### config.mk
export PLATFORM = sky130hd
export DESIGN_NAME = can_frame_serializer
export DESIGN_NICKNAME = d
export VERILOG_FILES = /design/src/design/cfs_pkg.sv /design/src/design/cfs_crc15.sv /design/src/design/cfs_packer.sv /design/src/design/can_frame_serializer.sv
export VERILOG_INCLUDE_DIRS = /design/src /design/src/design
export SDC_FILE = /design/constraint.sdc
export NUM_CORES = 1
export LEC_CHECK = 0
export BUFFER_PORTS_ARGS = -buffer_cell sky130_fd_sc_hd__buf_4
export CAP_MARGIN = 10
export CORE_MARGIN = 4
export CORE_UTILIZATION = 40
export CTS_CLUSTER_SIZE = 8
export DETAILED_ROUTE_END_ITERATION = 10
export PLACE_DENSITY_LB_ADDON = 0.15
export SYNTH_ARGS = -nofsm -noshare
export SYNTH_HDL_FRONTEND = slang
export SYNTH_SLANG_ARGS = --single-unit
### constraint.sdc
create_clock -name clk_i -period 2.98 [get_ports clk_i]
set_input_delay 0.447 -clock clk_i [delete_from_list [all_inputs] [get_ports clk_i]]
set_output_delay 0.447 -clock clk_i [all_outputs]
set_load 0.03 [all_outputs]
### src/design/can_frame_serializer_macros.svh
// Assertion macros shared by the CAN frame serializer RTL.
// No dependencies; included by the top level.
`ifndef CAN_FRAME_SERIALIZER_MACROS_SVH
`define CAN_FRAME_SERIALIZER_MACROS_SVH

// Same-cycle implication, disabled while reset is asserted.
`define CFS_ASSERT_NOW(label, clk, rst_n, ante, cons) \
  label: assert property (@(posedge clk) disable iff (!rst_n) (ante) |-> (cons)) \
    else $error("cfs assertion failed");

// Next-cycle implication, disabled while reset is asserted.
`define CFS_ASSERT_NEXT(label, clk, rst_n, ante, cons) \
  label: assert property (@(posedge clk) disable iff (!rst_n) (ante) |=> (cons)) \
    else $error("cfs assertion failed");

`endif

### src/design/cfs_pkg.sv
// Package for the CAN frame serializer: beat types, frame constants, internal structs.
// No dependencies.
`default_nettype none

package cfs_pkg;

  localparam int unsigned CHUNK_BITS   = 8;   // frame bits per output chunk
  localparam int unsigned STD_HDR_BITS = 19;  // SOF .. DLC, standard frame
  localparam int unsigned EXT_HDR_BITS = 39;  // SOF .. DLC, extended frame
  localparam int unsigned CRC_BITS     = 15;
  localparam int unsigned TAIL_BITS    = 10;  // CRC delim, ACK slot, ACK delim, EOF
  localparam int unsigned SHIFT_BITS   = 103; // longest header plus payload
  localparam logic [14:0] CRC_POLY     = 15'h4599;

  typedef struct packed {
    logic [28:0] identifier;
    logic        extended_format;
    logic        data_frame;
    logic [3:0]  length_code;
    logic [63:0] payload_bits;
  } in_beat_t;

  typedef struct packed {
    logic [7:0] chunk;
    logic [3:0] valid_bits;
    logic       last_chunk;
    logic [7:0] frame_length;
  } out_beat_t;

  // One frame bit handed from the sequencer to the packer.
  typedef struct packed {
    logic       vld;
    logic       value;
    logic       last;
    logic [7:0] frame_len;
  } bit_beat_t;

  // Control of the bit-serial CRC unit.
  typedef struct packed {
    logic clr;
    logic shift_in;
    logic shift_out;
    logic din;
  } crc_ctl_t;

endpackage

`default_nettype wire

### src/design/cfs_crc15.sv
// Bit-serial CRC-15 register: accumulates frame bits, then shifts the remainder out MSB first.
// Depends on cfs_pkg.
`default_nettype none

module cfs_crc15
  import cfs_pkg::*;
(
  input  wire logic     clk_i,
  input  wire logic     rst_ni,
  input  wire crc_ctl_t ctl_i,
  output logic          msb_o
);

  logic [14:0] crc_q, crc_d;
  logic        fb;

  always_comb begin
    fb    = ctl_i.din ^ crc_q[14];
    crc_d = crc_q;
    if (ctl_i.clr) begin
      crc_d = '0;
    end else if (ctl_i.shift_in) begin
      crc_d = {crc_q[13:0], 1'b0} ^ (fb ? CRC_POLY : 15'h0000);
    end else if (ctl_i.shift_out) begin
      crc_d = {crc_q[13:0], 1'b0};
    end
  end

  always_ff @(posedge clk_i or negedge rst_ni) begin
    if (!rst_ni) begin
      crc_q <= '0;
    end else begin
      crc_q <= crc_d;
    end
  end

  assign msb_o = crc_q[14];

endmodule

`default_nettype wire

### src/design/cfs_packer.sv
// Chunk packer: collects frame bits into chunks and holds each chunk in an output register.
// Depends on cfs_pkg.
`default_nettype none

module cfs_packer
  import cfs_pkg::*;
(
  input  wire logic      clk_i,
  input  wire logic      rst_ni,
  input  wire bit_beat_t bit_i,
  output logic           bit_ready_o,
  output logic           out_valid_o,
  input  wire logic      out_ready_i,
  output out_beat_t      out_data_o
);

  localparam int unsigned FW = $clog2(CHUNK_BITS + 1);

  logic [CHUNK_BITS-1:0] acc_q, word;
  logic [FW-1:0]         fill_q, fill_inc;
  logic                  out_vld_q;
  out_beat_t             out_q;
  logic                  emit, take;
  logic [CHUNK_BITS+7:0] word_wide;
  logic [FW+3:0]         vb_wide;

  always_comb begin
    for (int k = 0; k < CHUNK_BITS; k++) begin
      word[k] = acc_q[k] | (bit_i.value && (fill_q == FW'(CHUNK_BITS - 1 - k)));
    end
  end

  assign fill_inc    = fill_q + FW'(1);
  assign emit        = bit_i.vld && ((fill_q == FW'(CHUNK_BITS - 1)) || bit_i.last);
  assign bit_ready_o = !emit || !out_vld_q || out_ready_i;
  assign take        = bit_i.vld && bit_ready_o;
  assign word_wide   = {8'h00, word};
  assign vb_wide     = {4'h0, fill_inc};

  always_ff @(posedge clk_i or negedge rst_ni) begin
    if (!rst_ni) begin
      acc_q     <= '0;
      fill_q    <= '0;
      out_vld_q <= 1'b0;
    end else begin
      if (take && emit) begin
        out_vld_q <= 1'b1;
      end else if (out_ready_i) begin
        out_vld_q <= 1'b0;
      end
      if (take) begin
        if (emit) begin
          acc_q  <= '0;
          fill_q <= '0;
        end else begin
          acc_q  <= word;
          fill_q <= fill_inc;
        end
      end
    end
  end

  // Payload of the output register carries no reset.
  always_ff @(posedge clk_i) begin
    if (take && emit) begin
      out_q.chunk        <= word_wide[7:0];
      out_q.valid_bits   <= vb_wide[3:0];
      out_q.last_chunk   <= bit_i.last;
      out_q.frame_length <= bit_i.last ? bit_i.frame_len : 8'h00;
    end
  end

  assign out_valid_o = out_vld_q;
  assign out_data_o  = out_q;

endmodule

`default_nettype wire

### src/design/can_frame_serializer.sv
// Timing: a frame is accepted while idle, then one frame bit per cycle (44 to 128) unless the
// sink stalls the packer, set by the bit-serial CRC and shift register; the last chunk is valid
// in the cycle after its last bit. The next frame is accepted only after the last bit is sent.
// Reset: rst_ni asynchronous, active low; clears sequencer, CRC, packer fill and output valid.
`default_nettype none

`include "can_frame_serializer_macros.svh"

module can_frame_serializer
  import cfs_pkg::*;
(
  input  wire logic      clk_i,
  input  wire logic      rst_ni,
  input  wire logic      in_valid_i,
  output logic           in_ready_o,
  input  wire in_beat_t  in_data_i,
  output logic           out_valid_o,
  input  wire logic      out_ready_i,
  output out_beat_t      out_data_o
);

  typedef enum logic {ST_IDLE, ST_RUN} state_e;

  localparam logic [3:0] VB_FULL = 4'(CHUNK_BITS);

  state_e                state_q;
  logic [SHIFT_BITS-1:0] sh_q, sh_d;
  logic [7:0]            pos_q, pre_len_q, crc_end_q, total_q;
  logic [6:0]            pre_len_d;
  logic [3:0]            nbytes;
  logic [10:0]           base_id;
  logic                  rtr;
  logic                  in_body, in_crc, bit_ready, advance, crc_msb;
  bit_beat_t             beat;
  crc_ctl_t              crc_ctl;

  assign in_ready_o = (state_q == ST_IDLE);

  // Build the header and payload image of a new frame.
  always_comb begin
    base_id = in_data_i.identifier[28:18];
    rtr     = !in_data_i.data_frame;
    if (!in_data_i.data_frame) begin
      nbytes = 4'd0;
    end else if (in_data_i.length_code > 4'd8) begin
      nbytes = 4'd8;
    end else begin
      nbytes = in_data_i.length_code;
    end
    if (in_data_i.extended_format) begin
      sh_d = {1'b0, base_id, 1'b1, 1'b1, in_data_i.identifier[17:0], rtr, 2'b00,
              in_data_i.length_code, in_data_i.payload_bits};
      pre_len_d = 7'(EXT_HDR_BITS) + {nbytes, 3'b000};
    end else begin
      sh_d = {1'b0, base_id, rtr, 1'b0, 1'b0, in_data_i.length_code,
              in_data_i.payload_bits, 20'h00000};
      pre_len_d = 7'(STD_HDR_BITS) + {nbytes, 3'b000};
    end
  end

  assign in_body = (pos_q < pre_len_q);
  assign in_crc  = !in_body && (pos_q < crc_end_q);
  assign advance = (state_q == ST_RUN) && bit_ready;

  always_comb begin
    beat.vld       = (state_q == ST_RUN);
    beat.value     = in_body ? sh_q[SHIFT_BITS-1] : (in_crc ? crc_msb : 1'b1);
    beat.last      = (pos_q == total_q - 8'd1);
    beat.frame_len = total_q;

    crc_ctl.clr       = in_valid_i && in_ready_o;
    crc_ctl.shift_in  = advance && in_body;
    crc_ctl.shift_out = advance && in_crc;
    crc_ctl.din       = sh_q[SHIFT_BITS-1];
  end

  always_ff @(posedge clk_i or negedge rst_ni) begin
    if (!rst_ni) begin
      state_q   <= ST_IDLE;
      sh_q      <= '0;
      pos_q     <= '0;
      pre_len_q <= '0;
      crc_end_q <= '0;
      total_q   <= '0;
    end else begin
      case (state_q)
        ST_IDLE: begin
          if (in_valid_i) begin
            sh_q      <= sh_d;
            pos_q     <= '0;
            pre_len_q <= {1'b0, pre_len_d};
            crc_end_q <= {1'b0, pre_len_d} + 8'(CRC_BITS);
            total_q   <= {1'b0, pre_len_d} + 8'(CRC_BITS + TAIL_BITS);
            state_q   <= ST_RUN;
          end
        end
        ST_RUN: begin
          if (advance) begin
            pos_q <= pos_q + 8'd1;
            sh_q  <= {sh_q[SHIFT_BITS-2:0], 1'b0};
            if (beat.last) begin
              state_q <= ST_IDLE;
            end
          end
        end
        default: begin
          state_q <= ST_IDLE;
        end
      endcase
    end
  end

  cfs_crc15 u_crc (
    .clk_i  (clk_i),
    .rst_ni (rst_ni),
    .ctl_i  (crc_ctl),
    .msb_o  (crc_msb)
  );

  cfs_packer u_packer (
    .clk_i       (clk_i),
    .rst_ni      (rst_ni),
    .bit_i       (beat),
    .bit_ready_o (bit_ready),
    .out_valid_o (out_valid_o),
    .out_ready_i (out_ready_i),
    .out_data_o  (out_data_o)
  );

  `CFS_ASSERT_NEXT(a_busy_after_accept, clk_i, rst_ni, in_valid_i && in_ready_o, !in_ready_o)
  `CFS_ASSERT_NOW(a_last_len_range, clk_i, rst_ni, out_valid_o && out_data_o.last_chunk,
                  (out_data_o.frame_length >= 8'd44) && (out_data_o.frame_length <= 8'd128))
  `CFS_ASSERT_NOW(a_mid_len_zero, clk_i, rst_ni, out_valid_o && !out_data_o.last_chunk,
                  out_data_o.frame_length == 8'd0)
  `CFS_ASSERT_NOW(a_mid_chunk_full, clk_i, rst_ni, out_valid_o && !out_data_o.last_chunk,
                  out_data_o.valid_bits == VB_FULL)

endmodule

`default_nettype wire

**Word level (Yosys, flattened, before mapping)**

Cells that the tools add are included.
W data, S select, Z words.

- Flip-flop bits (word level): 184
- Input bits: 103
- Output and inout port bits: 23
- Logic and storage cells: 96

- Add/sub/neg operators: 7
- $lt $le $gt $ge: 3
- Equality and inequality tests: 10
- Mux-type cells: 24
- Bitwise logic cells: 11
- Reduce and logical (&&, ||, !) cells: 27

Operators with widths:

| operator | count |
|---|---|
| $mux W103 | 2 |
| $pmux W103 S2 | 1 |
| $mux W91 | 1 |
| $mux W15 | 4 |
| $mux W8 | 3 |
| $eq A4 B3 Y1 const B | 4 |
| $pmux W8 S2 | 1 |
| $logic_and A1 B1 Y1 | 15 |
| $xor A15 B15 Y15 | 1 |
| $mux W4 | 3 |
| $add A7 B4 Y8 const B | 1 |
| $add A7 B5 Y8 const B | 1 |
| $add A8 B1 Y8 const B | 1 |
| $eq A4 B2 Y1 const B | 2 |
| $eq A8 B8 Y1 | 1 |
| $lt A8 B7 Y1 | 1 |
| $lt A8 B8 Y1 | 1 |
| $or A1 B1 Y1 | 8 |
| $sub A8 B1 Y8 const B | 1 |
| $add A5 B7 Y7 const A | 1 |
| $add A6 B7 Y7 const A | 1 |
| $mux W1 | 7 |
| $mux W7 | 1 |
| $add A4 B1 Y4 const B | 1 |
| 13 further kinds | 19 |

**Longest topological paths before layout**

Gate-level depths: netlist (run 1).

- Depth after elaboration: 12
- Gate-level depth with buffers: 10

**Modules after synthesis**

From an unflattened synthesis (run 1), not the netlist that was laid out.

- Cells, all modules: 1,008
- Area, all modules: 9,795.6 µm²

Modules (own cells, without submodules):

| module | instances | cells each | area each (µm²) | sequential area each (µm²) |
|---|---|---|---|---|
| can_frame_serializer | 1 | 813 | 7,502.2 | 3,203.1 |
| cfs_packer | 1 | 116 | 1,541.5 | 955.9 |
| cfs_crc15 | 1 | 79 | 752.0 | 375.4 |

**Worst setup path after synthesis (run 1)**

No wires, ideal clock.

- Path type: reg2reg
- Start point: register total_q[2]
- End point: register u_packer.out_q, in the netlist u_packer.out_data_o[10], enable pin
- Setup time: 0.357 ns
- Arrival time: 2.139 ns
- Required time: 2.623 ns
- Setup slack: 0.484 ns
- Cell stages (with the launch flop): 10
- Buffers on the path: 2
- Cells stage by stage: dfrtp_1 > inv_1 > ha_1 > xor2_1 > nand3_1 > nor4_4 > and2_1 > buf_2 > o21a_1 > buf_2

RTL lines:

| what | RTL line | text |
|---|---|---|
| from (decl) | can_frame_serializer.sv:28 | `logic [7:0] pos_q, pre_len_q, crc_end_q, total_q;` |
| from (signal assigned) | can_frame_serializer.sv:93 | `total_q <= {1'b0, pre_len_d} + 8'(CRC_BITS + TAIL_BITS);` |
| to (decl) | cfs_packer.sv:22 | `out_beat_t out_q;` |

**Final worst setup path (run 1)**

- Start point: register total_q[2]
- End point: register sh_q[27]

- Word-level cells in the longest chain between the ends: 10

RTL lines:

| what | RTL line | text |
|---|---|---|
| $sub A8 B1 Y8 | can_frame_serializer.sv:68 | `beat.last = (pos_q == total_q - 8'd1);` |
| $eq A8 B8 Y1 | can_frame_serializer.sv:68 |  |
| $logic_or A1 B1 Y1 | cfs_packer.sv:34 | `assign emit = bit_i.vld && ((fill_q == FW'(CHUNK_BITS - 1)) \|\| bit_i.last);` |
| $logic_and A1 B1 Y1 | cfs_packer.sv:34 |  |
| $logic_not A1 Y1 | cfs_packer.sv:35 | `assign bit_ready_o = !emit \|\| !out_vld_q \|\| out_ready_i;` |
| $logic_or A1 B1 Y1 (2 in a row) | cfs_packer.sv:35 |  |
| $logic_and A1 B1 Y1 | can_frame_serializer.sv:63 | `assign advance = (state_q == ST_RUN) && bit_ready;` |
| $ne A2 B1 Y1 (no line) | -- |  |
| $reduce_and A2 Y1 (no line) | -- |  |
| to (signal assigned) | can_frame_serializer.sv:100 | `sh_q <= {sh_q[SHIFT_BITS-2:0], 1'b0};` |
| to (decl) | can_frame_serializer.sv:27 | `logic [SHIFT_BITS-1:0] sh_q, sh_d;` |

Every way passes these cells.
A chain may end at the register's enable or synchronous reset.

==> results of run 1 <==
where the power goes:
group,internal [uW],switching [uW],leakage [uW]
Clock,1230,1040,0.000295
Sequential,3350,609,0.00218
Combinational,2040,1840,0.00333
cell usage after synthesis (3+ instances only):
cell	instances	share of area, %
nor2_1	23	0.90
clkbuf_1	35	1.4
a22o_1	26	2.4
and2_1	4	0.26
nor3_1	6	0.31
inv_1	36	1.4
a211oi_1	9	0.70
o21ai_0	102	5.3
nand3_1	31	1.6
xnor2_1	16	1.5
edfxtp_1	19	5.9
mux2_4	89	14
buf_2	4	0.21
a21oi_1	11	0.57
and3_1	8	0.52
nand2b_1	5	0.32
xor2_1	6	0.55
nand2_1	113	4.4
mux2i_1	93	9.7
nor2b_1	6	0.39
ha_1	21	2.7
buf_6	9	1.1
dfrtp_1	156	41
buf_4	3	0.23
sequential cells by signal, summed over array words and instances, names as in the netlist:
name                  cells
crc_end_q                 7
pre_len_q                 3
u_packer.out_data_o      19
total_q                   6
u_packer.fill_q           4
u_packer.out_valid_o      1
state_q                   1
pos_q                     8
u_packer.acc_q            8
sh_q                    103
u_crc.crc_q              15
cell type report:
| class | instances | area [sq um] | share of cell area [%] |
|---|---|---|---|
| clock buffer | 18 | 450 | 3.92 |
| clock inverter | 14 | 141 | 1.23 |
| inverter | 37 | 139 | 1.21 |
| multi-input combinational | 603 | 4750 | 41.3 |
| sequential | 175 | 4480 | 39.0 |
| tap | 319 | 399 | 3.47 |
| timing repair buffer | 141 | 1140 | 9.90 |
metrics by stage:
step / instances / hold WS (ps) / cell area, sq um / utilization [%] / power [uW]
6_report: 1307 / 20.9 / 11500 / 48.7 / 10100
5_1_grt: 1307 / 73.9 / 11500 / 48.7 / 10800
4_1_cts: 1307 / 47.6 / 11500 / 48.7 / 10200
3_5_place_dp: 1275 / 477 / 10900 / 46.2 / 7890
3_3_place_gp: 1275 / 466 / 10900 / 46.2 / 7810
2_1_floorplan: 869 / 151 / 9640 / - / 6880
cell families (layout without fill, tap and decap cells):
family,count (synthesis),count (layout),synth area share [%]
AO/OA/AOI/OAI,173,173,11.3
buffers and inverters,91,210,4.43
adder cells (fa/ha/maj),21,21,2.73
multiplexers,182,182,23.5
XOR/XNOR,22,22,2.00
other,1,2,0.0389
flip-flops,175,175,46.4
AND/OR/NAND/NOR,203,203,9.52
worst register-to-register path, delay by kind of cell, from the launching register on:
kind                     cells  cell delay (ps)
AO/OA/AOI/OAI                1              280
XOR/XNOR                     1              140
adder cells (fa/ha/maj)      1              310
buffers and inverters        2              360
flip-flops                   1              430
multiplexers                 1              350
AND/OR/NAND/NOR              3              680
path summary, 6_finish.rpt:
| kind | endpoint | cells past startpoint | slack (ps) |
|---|---|---|---|
| worst min-delay path | sh_q[98] | 1 | 20 |
| min in group clk_i | sh_q[0] | 3 | 300 |
| worst min register to register | crc_end_q[6] | 2 | 490 |
| worst max register to register | sh_q[27] | 9 | 320 |
| max in group asynchronous | sh_q[38] | 2 | 2240 |
| worst max-delay path | sh_q[27] | 9 | 320 |
layer usage:
metal | track usage (%) | vias to the layer above | part of all wire, %
met2 | 26.9 | 114 | 45
met3 | 3.26 | 15 | 3.8
met1 | 24.6 | 3258 | 50
met5 | 0 | - | 0
met4 | 4.23 | 0 | 0.96
li1 | - | 3271 | -
==> metrics.txt, run 1 <==
layout cell share with drive strength beyond 1 27.5%; setup TNS 0 ps; initial DRC count 312; DRT Pass-1 Iters 4; Clk pin slew, worst setup/hold paths 70 ps; initial antenna violation count 0; commonest non-fill, non-tap cell in the layout dfrtp_1; hpwl dp between 15,000 and 20,000 um; CP peak stage delay ~440 ps; CP Max Fanout 47; post-CTS setup buffers 0; Final Slew Violations 0; Worst Setup Path Type register to register; FF-to-FF Start total_q[2]; core area 0.0236 sq mm; RSZ-0062 raised after global routing false; Bufs on Longest Clock Path 2; GP Congestion approximately 0.78; Hold WC Path Type primary input to asynchronous set/reset pin; Slowest cell on crit path nor4_4; ANT cells 0; Num Clock Sinks approximately 180; area delta synth->final 19.3%; Cell Pwr Density between 800 and 900 mW/mm^2; cts repair resizes 0; post-route ant nets 0; via count approximately 6,700; TritonCTS buffer count 17; Via density about 5.1; Die Ht between 150 and 200 um; GRT overflow 0; first-pass GRT wire length ~36,000 um; Post-synth EDFFs 19; CTS tree yes; CP required ~3300 ps; Filler cells about 2,200; syn_area_per_cell roughly 11 sq um; Max Freq 376 MHz; area of the die 0.0266 sq mm; Final setup viols 0; asr flop ratio synth 89.1%; Final Cycle Share 89.3%; CP delay by family, top simple AND/OR/NAND/NOR gates; final WL about 22,000 um; Max-slew headroom between 40% and 50%; Port Buffers 123; Post-Syn Area around 0.0096 sq mm; skew final 9.05 ps; Cells after Synth ~870; number of max-cap violations 0; DRC Markers 0; Lkg Pwr just under 0.006 uW; VDD IR max ~0.38 mV; cts hold-fix bufs 0; Die Wd 163 um; Setup Slack @ Placement ~340 ps; row cnt 56; status complete, no violations; final count of hold timing violations 0; number of global-route vias before repair slightly below 7,000; final worst path period need roughly 2700 ps; htree depth 4; Critical Path Source total_q[2]; worst slew pin tran 815 ps; Clock Tree Root clkbuf_16; CP Launch Type register; effective utilization at floorplan about 41%; worst endpoint data arrival time ~3000 ps; Buf/Inv on CP 2; largest net degree at the start of global routing roughly 170; WL per Instance ~17 um; fin nets between 1,000 and 1,500; io pins 126; Synth Warn # 0; Global Route Usage Sum 17.2%; worst-path cell chain inv_1 > ha_1 > xor2_1 > nand3_1 > nor4_4 > o211a_4 > nand2_8 > buf_12 > mux2_4; Critical Path End Type register; leading cell types in the layout, fill and taps excluded dfrtp_1, buf_4, nand2_1; FF+latch count, synth about 180; sequential area share after synthesis 46.4%; clk_lat worst skew about 430 ps; Post-synth top flop dfrtp_1; Setup WS post-layout about 320 ps; unique cell type count in the Yosys netlist 54
(Power assumes the default switching activity.)
==> inputs of run 2 (changes only) <==
SYNTH_HIERARCHICAL = 1   (was unset)
==> metrics.txt, run 2 <==
Final Cycle Share 91.6% (was 89.3%); GRT met1 Usage 26.9% (was 24.6%); Logic pwr share 40.8% (was 38.3%); Cells after Synth 1,008 (was 868); number of global-route vias before repair 7,553 (was 6,772); Die Ht 164 um (was 163 um); Post-synth EDFFs 21 (was 19); first-pass GRT wire length 41,400 um (was 36,200 um); commonest non-fill, non-tap cell in the layout dfrtp_1 (unchanged); Yosys top cell area share 39.9% (was 40.5%); FF+latch count, synth 177 (was 175); leading cell types in the layout, fill and taps excluded dfrtp_1, nand2_1, buf_4 (was dfrtp_1, buf_4, nand2_1); setup TNS 0 ps (unchanged); Worst Setup Path Type register to register (unchanged); Final Slew Violations 0 (unchanged); Synth Warn # 6 (was 0); largest net degree at the start of global routing 133 (was 172); worst slew pin tran 766 ps (was 815 ps); Slowest cell on crit path dfrtp_2 (was nor4_4); Final setup viols 0 (unchanged); Max-slew headroom 48.9% (was 45.7%); CP required 3330 ps (was 3290 ps); violated checks negative hold slack; DRT Pass-1 Iters 5 (was 4); number of max-cap violations 0 (unchanged); global routing usage on met3 3.79% (was 3.26%); total power 11,700 uW (was 10,100 uW); fin nets 1,232 (was 1,099); CP Max Fanout 11 (was 47); Max Freq 366 MHz (was 376 MHz); TritonCTS buffer count 17 (unchanged); footprint of the multi-input gates 0.00493 sq mm (was 0.00475 sq mm); status complete, but fails checks (was complete, no violations); area delta synth->final 20.6% (was 19.3%); met2 GRT Util 30.7% (was 26.9%); Global Route Usage Sum 19.3% (was 17.2%); final count of hold timing violations 5 (was 0); hold slack -21.8 ps (was 20.9 ps); final worst path period need 2730 ps (was 2660 ps); Synth top cells by count dfrtp_1, nand2_1, mux2i_1 (was dfrtp_1, nand2_1, o21ai_0); max reg flops 103 (unchanged); cell internal pwr 7170 uW (was 6630 uW); Switching Fraction 38.6% (was 34.5%); area leader, netlist dfrtp_1 (unchanged); Die Wd 164 um (was 163 um); biggest regs sh_q: 103 flops, u_packer/out_data_o: 21 flops, u_crc/crc_q: 15 flops (was sh_q: 103 flops, u_packer.out_data_o: 19 flops, u_crc.crc_q: 15 flops); row cnt 57 (was 56); sequential area share after synthesis 46.3% (was 46.4%); worst endpoint data arrival time 3080 ps (was 2970 ps); Bufs on Longest Clock Path 2 (unchanged); initial antenna violation count 0 (unchanged); final WL 25,500 um (was 22,500 um); Port Buffers 125 (was 123); htree depth 4 (unchanged); Num Clock Sinks 177 (was 175); initial DRC count 554 (was 312); unique cell type count in the Yosys netlist 68 (was 54); most common cell in the synthesized netlist dfrtp_1 (unchanged); VDD IR max 0.497 mV (was 0.382 mV); GR peak layer met2 (unchanged); GP Congestion 0.843 (was 0.779); Post-synth top flop dfrtp_1 (unchanged); clock group share of total power 21.1% (was 22.5%); WL per Instance 17.7 um (was 17.2 um); Clock Tree Root clkbuf_16 (unchanged); FF+latch area 0.00454 sq mm (was 0.00448 sq mm); core area 0.0242 sq mm (was 0.0236 sq mm); clk_lat worst skew 430 ps (about the same); Lkg Pwr 0.00570 uW (was 0.00580 uW); most flop-heavy register sh_q (unchanged); post-route ant nets 0 (unchanged); ANT cells 0 (unchanged); effective utilization at floorplan 40.5% (was 40.8%); CP peak stage delay 410 ps (was 440 ps); Seq pwr share 38.1% (was 39.2%); top cells by area, synth dfrtp_1, mux2i_1, edfxtp_1 (was dfrtp_1, mux2_4, mux2i_1); Clk pin slew, worst setup/hold paths 70 ps (about the same); area of the die 0.0271 sq mm (was 0.0266 sq mm); CTS tree yes (unchanged); DRC Markers 0 (unchanged); via count 7,787 (was 6,658); hpwl dp 17,300 um (was 15,300 um); Hold WC Path Type primary input to asynchronous set/reset pin (unchanged); Sw Pwr 4510 uW (was 3490 uW); GRT overflow 0 (unchanged); Cell Pwr Density 989 mW/mm^2 (was 880 mW/mm^2); skew final 11.1 ps (was 9.05 ps); asr flop ratio synth 88.1% (was 89.1%); Critical Path End Type register (unchanged); io pins 126 (unchanged); cts hold-fix bufs 0 (unchanged); R2R Setup Slk 250 ps (was 320 ps); worst-path cell chain inv_1 > ha_4 > xor2_2 > o2111ai_2 > a211oi_4 > o21ai_2 > or2_4 > and2_1 > and3_4 > buf_6 > nor2_4 > a32oi_1 > a31oi_1 (was inv_1 > ha_1 > xor2_1 > nand3_1 > nor4_4 > o211a_4 > nand2_8 > buf_12 > mux2_4); syn_area_per_cell 9.72 sq um (was 11.1 sq um); RSZ-0062 raised after global routing false (unchanged); layout cell share with drive strength beyond 1 19.1% (was 27.5%); CP Launch Type register (unchanged); Post-Syn Area 0.00980 sq mm (was 0.00964 sq mm); Filler cells 2,249 (was 2,184); Via density 5.39 (was 5.09)
## run 2: changes by cell type after synthesis, moves of 8 or more
cell | previous run | this run
o211ai_1 | 1 | 67
a21oi_1 | 11 | 47
nand3_1 | 31 | 8
a22o_1 | 26 | 1
nor2_1 | 23 | 39
nand2_1 | 113 | 149
buf_6 | 9 | 1
o21ai_0 | 102 | 124
mux2i_1 | 93 | 142
mux2_4 | 89 | 2
inv_1 | 36 | 23
buf_2 | 4 | 22
## run 2: power by group through the flow
stage	Sequential [uW]	Combinational, uW	Clock (uW)
detailed placement	4470	4620	0
CTS	4450	4630	2540
floorplan	4360	3400	0
finish	4450	4760	2470
global route	4590	5410	2640
global placement	4470	4490	0
## run 2: critical path: cells and delay by family, from the launching register on
kind | cells | cell delay [ps]
AOI/OAI and AO/OA | 5 | 770
xor gates and xnor gates | 1 | 150
adders and majority gates | 1 | 270
buffers and inverters | 2 | 240
DFF | 1 | 410
and+or+nand+nor | 4 | 810
## run 2: cell families (layout without fill, tap and decap cells)
logic type	after synthesis	in the layout	share of synthesized area, %
xor+xnor	19	19	1.89
buf+inv	98	210	4.27
simple gates	256	257	11.6
other cells	1	2	0.0383
compound gates	291	291	18.3
flops	177	177	46.3
fa+ha+maj	20	20	2.55
mux	146	146	15.0
## run 2: per-stage QoR
stage               cell area [sq um]  util, %  instances  setup WS, ps  hold slack, ps
floorplan                        9840        -       1009          3.34             151
global placement                11100     45.8       1411           212             461
detailed placement              11100     45.8       1411          61.3             467
CTS                             11700     48.5       1443          61.7            13.0
global route                    11800     48.9       1446          38.2            5.65
finish                          11800     48.9       1446           250           -21.8
## run 2: final cells by class
class / instances / area share (%)
repair buffers: 152 / 10.1
multi-input cells: 735 / 41.7
well taps: 324 / 3.43
inverters: 26 / 0.836
clock inverters: 13 / 1.64
flip-flops and latches: 177 / 38.4
clock buffers: 19 / 3.84
## run 2: path summary, 6_finish.rpt
kind | from | endpoint | depth (start not counted)
worst min register to register | sh_q[97] | sh_q[97] | 2
worst max register to register | total_q[2] | u_crc/crc_q[14] | 13
worst max-delay path | total_q[2] | u_crc/crc_q[14] | 13
min in group clk_i | in_data_i[7] | sh_q[7] | 3
worst min-delay path | rst_ni | u_packer/acc_q[3] | 1
max in group asynchronous | rst_ni | sh_q[40] | 2
## run 2: what timing repair did
item | 4_1_cts | 5_1_grt
endpoints found under the setup margin | 0 | 30
resized for setup | 0 | 14
setup buffers | 0 | 2
## run 2: metal layers
metal  part of all wire, %  wire (um)
met5                     0          0
met4                   2.0        512
met3                   4.4       1130
met2                    47      12000
met1                    47      11900
==> inputs of run 3 (changes only) <==
CORE_MARGIN = unset   (was 4)
CORE_UTILIZATION = 55   (was 40)
==> metrics.txt, run 3 (same netlist as run 2, synthesis figures left out) <==
area delta synth->final 18.2% (was 20.6%); DRT Pass-1 Iters 5 (unchanged); CP Max Fanout 8 (was 11); Critical Path End Type register (unchanged); Clk pin slew, worst setup/hold paths 70 ps (about the same); most flop-heavy register sh_q (unchanged); Final Instance Count excl. Fillers 1,342 (was 1,446); skew final 8.51 ps (was 11.1 ps); Lkg Pwr 0.00564 uW (was 0.00570 uW); fin nets 1,228 (was 1,232); CP delay by family, top simple AND/OR/NAND/NOR gates (unchanged); Final setup viols 0 (unchanged); clk_lat worst skew 430 ps (about the same); core area 0.0174 sq mm (was 0.0242 sq mm); WL per Instance 17.7 um (about the same); Hold WC Path Type primary input to asynchronous set/reset pin (unchanged); Bufs on Longest Clock Path 2 (unchanged); cts hold-fix bufs 0 (unchanged); Max-slew headroom 60.2% (was 48.9%); area of the die 0.0183 sq mm (was 0.0271 sq mm); initial antenna violation count 0 (unchanged); Num Clock Sinks 177 (unchanged); Via density 5.80 (was 5.39); row cnt 48 (was 57); RSZ-0062 raised after global routing false (unchanged); via count 7,784 (was 7,787); Worst Setup Path Type register to register (unchanged); htree depth 4 (unchanged); number of global-route vias before repair 7,595 (was 7,553); post-route ant nets 0 (unchanged); worst slew pin tran 597 ps (was 766 ps); commonest non-fill, non-tap cell in the layout dfrtp_1 (unchanged); Port Buffers 125 (unchanged); DRC Markers 0 (unchanged); final WL 23,800 um (was 25,500 um); Slowest cell on crit path dfrtp_2 (unchanged); VDD IR max 0.734 mV (was 0.497 mV); placed cell count 1,311 (was 1,411); ANT cells 0 (unchanged); layout cell share with drive strength beyond 1 17.9% (was 19.1%); Max Freq 356 MHz (was 366 MHz); first-pass GRT wire length 38,600 um (was 41,400 um); final count of hold timing violations 2 (was 5); CP most frequent cell a21oi_1; CTS tree yes (unchanged); Final Cycle Share 94.3% (was 91.6%); hpwl dp 16,200 um (was 17,300 um); max reg flops 103 (unchanged); worst endpoint data arrival time 3110 ps (was 3080 ps); post-CTS setup buffers 0 (unchanged); effective utilization at floorplan 56.4% (was 40.5%); status complete, but fails checks (unchanged); setup TNS 0 ps (unchanged); Clock Tree Root clkbuf_16 (unchanged); GP Congestion 0.819 (was 0.843); Final Slew Violations 0 (unchanged); Filler cells 1,424 (was 2,249); GRT overflow 0 (unchanged); number of max-cap violations 0 (unchanged); leading cell types in the layout, fill and taps excluded dfrtp_1, nand2_1, mux2i_1, buf_4, o21ai_0 (was dfrtp_1, nand2_1, buf_4); CP peak stage delay 440 ps (was 410 ps); Die Ht 135 um (was 164 um); violated checks negative hold slack (unchanged); R2R Setup Slk 170 ps (was 250 ps); CP required 3280 ps (was 3330 ps); worst-path cell chain inv_1 > ha_1 > a21oi_1 > a311o_1 > a211oi_4 > o21ai_1 > or2_4 > and2_1 > and3_1 > or2_2 > nand2_1 > a21oi_1 (was inv_1 > ha_4 > xor2_2 > o2111ai_2 > a211oi_4 > o21ai_2 > or2_4 > and2_1 > and3_4 > buf_6 > nor2_4 > a32oi_1 > a31oi_1); io pins 126 (unchanged); Die Wd 135 um (was 164 um); Buf/Inv on CP 1 (was 2); Global Route Usage Sum 27.1% (was 19.3%); CP Launch Type register (unchanged); TritonCTS buffer count 17 (unchanged); initial DRC count 622 (was 554); final worst path period need 2810 ps (was 2730 ps); largest net degree at the start of global routing 133 (unchanged); biggest regs sh_q: 103 flops, u_packer/out_data_o: 21 flops, u_crc/crc_q: 15 flops (unchanged); Cell Pwr Density 981 mW/mm^2 (was 989 mW/mm^2); hold slack -5.22 ps (was -21.8 ps)
==> run 3: cell types whose count changed in the layout (fill, tap and decap cells not counted), moves of 2 or more <==
| cell | previous run | this run |
|---|---|---|
| nor2_4 | 3 | 1 |
| buf_12 | 4 | 6 |
| clkbuf_1 | 1 | 4 |
| buf_4 | 146 | 142 |
| clkinvlp_4 | 1 | 3 |
| inv_6 | 5 | 0 |
==> run 3: worst paths after layout <==
kind / from / to / cells past startpoint
hold reg to reg: pre_len_q[5] / pre_len_q[5] / 2
setup / recovery: total_q[2] / u_crc/crc_q[11] / 12
setup reg to reg: total_q[2] / u_crc/crc_q[11] / 12
max in group asynchronous: rst_ni / pre_len_q[6] / 2
hold / removal: rst_ni / u_packer/acc_q[3] / 1
min in group clk_i: in_data_i[9] / sh_q[9] / 3
==> run 3: what timing repair did <==
action,4_1_cts,5_1_grt
hold endpoints to repair,0,0
setup endpoints to repair,0,6
resized for setup,0,1
==> run 3: final cells by class <==
| type | instances | area [sq um] | share of cell area, % |
|---|---|---|---|
| multi-input combinational | 734 | 4870 | 42.1 |
| sequential | 177 | 4540 | 39.2 |
| timing repair buffer | 149 | 1200 | 10.3 |
| clock buffer | 22 | 454 | 3.92 |
| tap | 225 | 282 | 2.43 |
| clock inverter | 9 | 135 | 1.17 |
| inverter | 26 | 98.8 | 0.854 |
==> run 3: report_power, final <==
part	switching (uW)	internal (uW)
Clock	931	1340
Sequential	853	3600
Combinational	2590	2030
Total	4380	6980
==> run 3: stage by stage <==
stage / setup WS (ps) / util (%) / power, uW / cell area, sq um
2_1_floorplan: 3.34 / - / 7760 / 9840
3_3_place_gp: 263 / 63.3 / 8900 / 11000
5_1_grt: 19.1 / 66.7 / 12200 / 11600
4_1_cts: 137 / 66.7 / 11400 / 11600
3_5_place_dp: 144 / 63.3 / 9100 / 11000
6_report: 170 / 66.7 / 11400 / 11600
==> run 3: metal layers <==
layer,global-route usage [%],wire [um],up-vias,share of wire [%]
li1,-,-,3800,-
met1,36.0,10700,3757,45
met2,44.9,11500,198,48
met3,5.09,1120,29,4.7
met4,8.61,432,0,1.8
met5,0,0,-,0
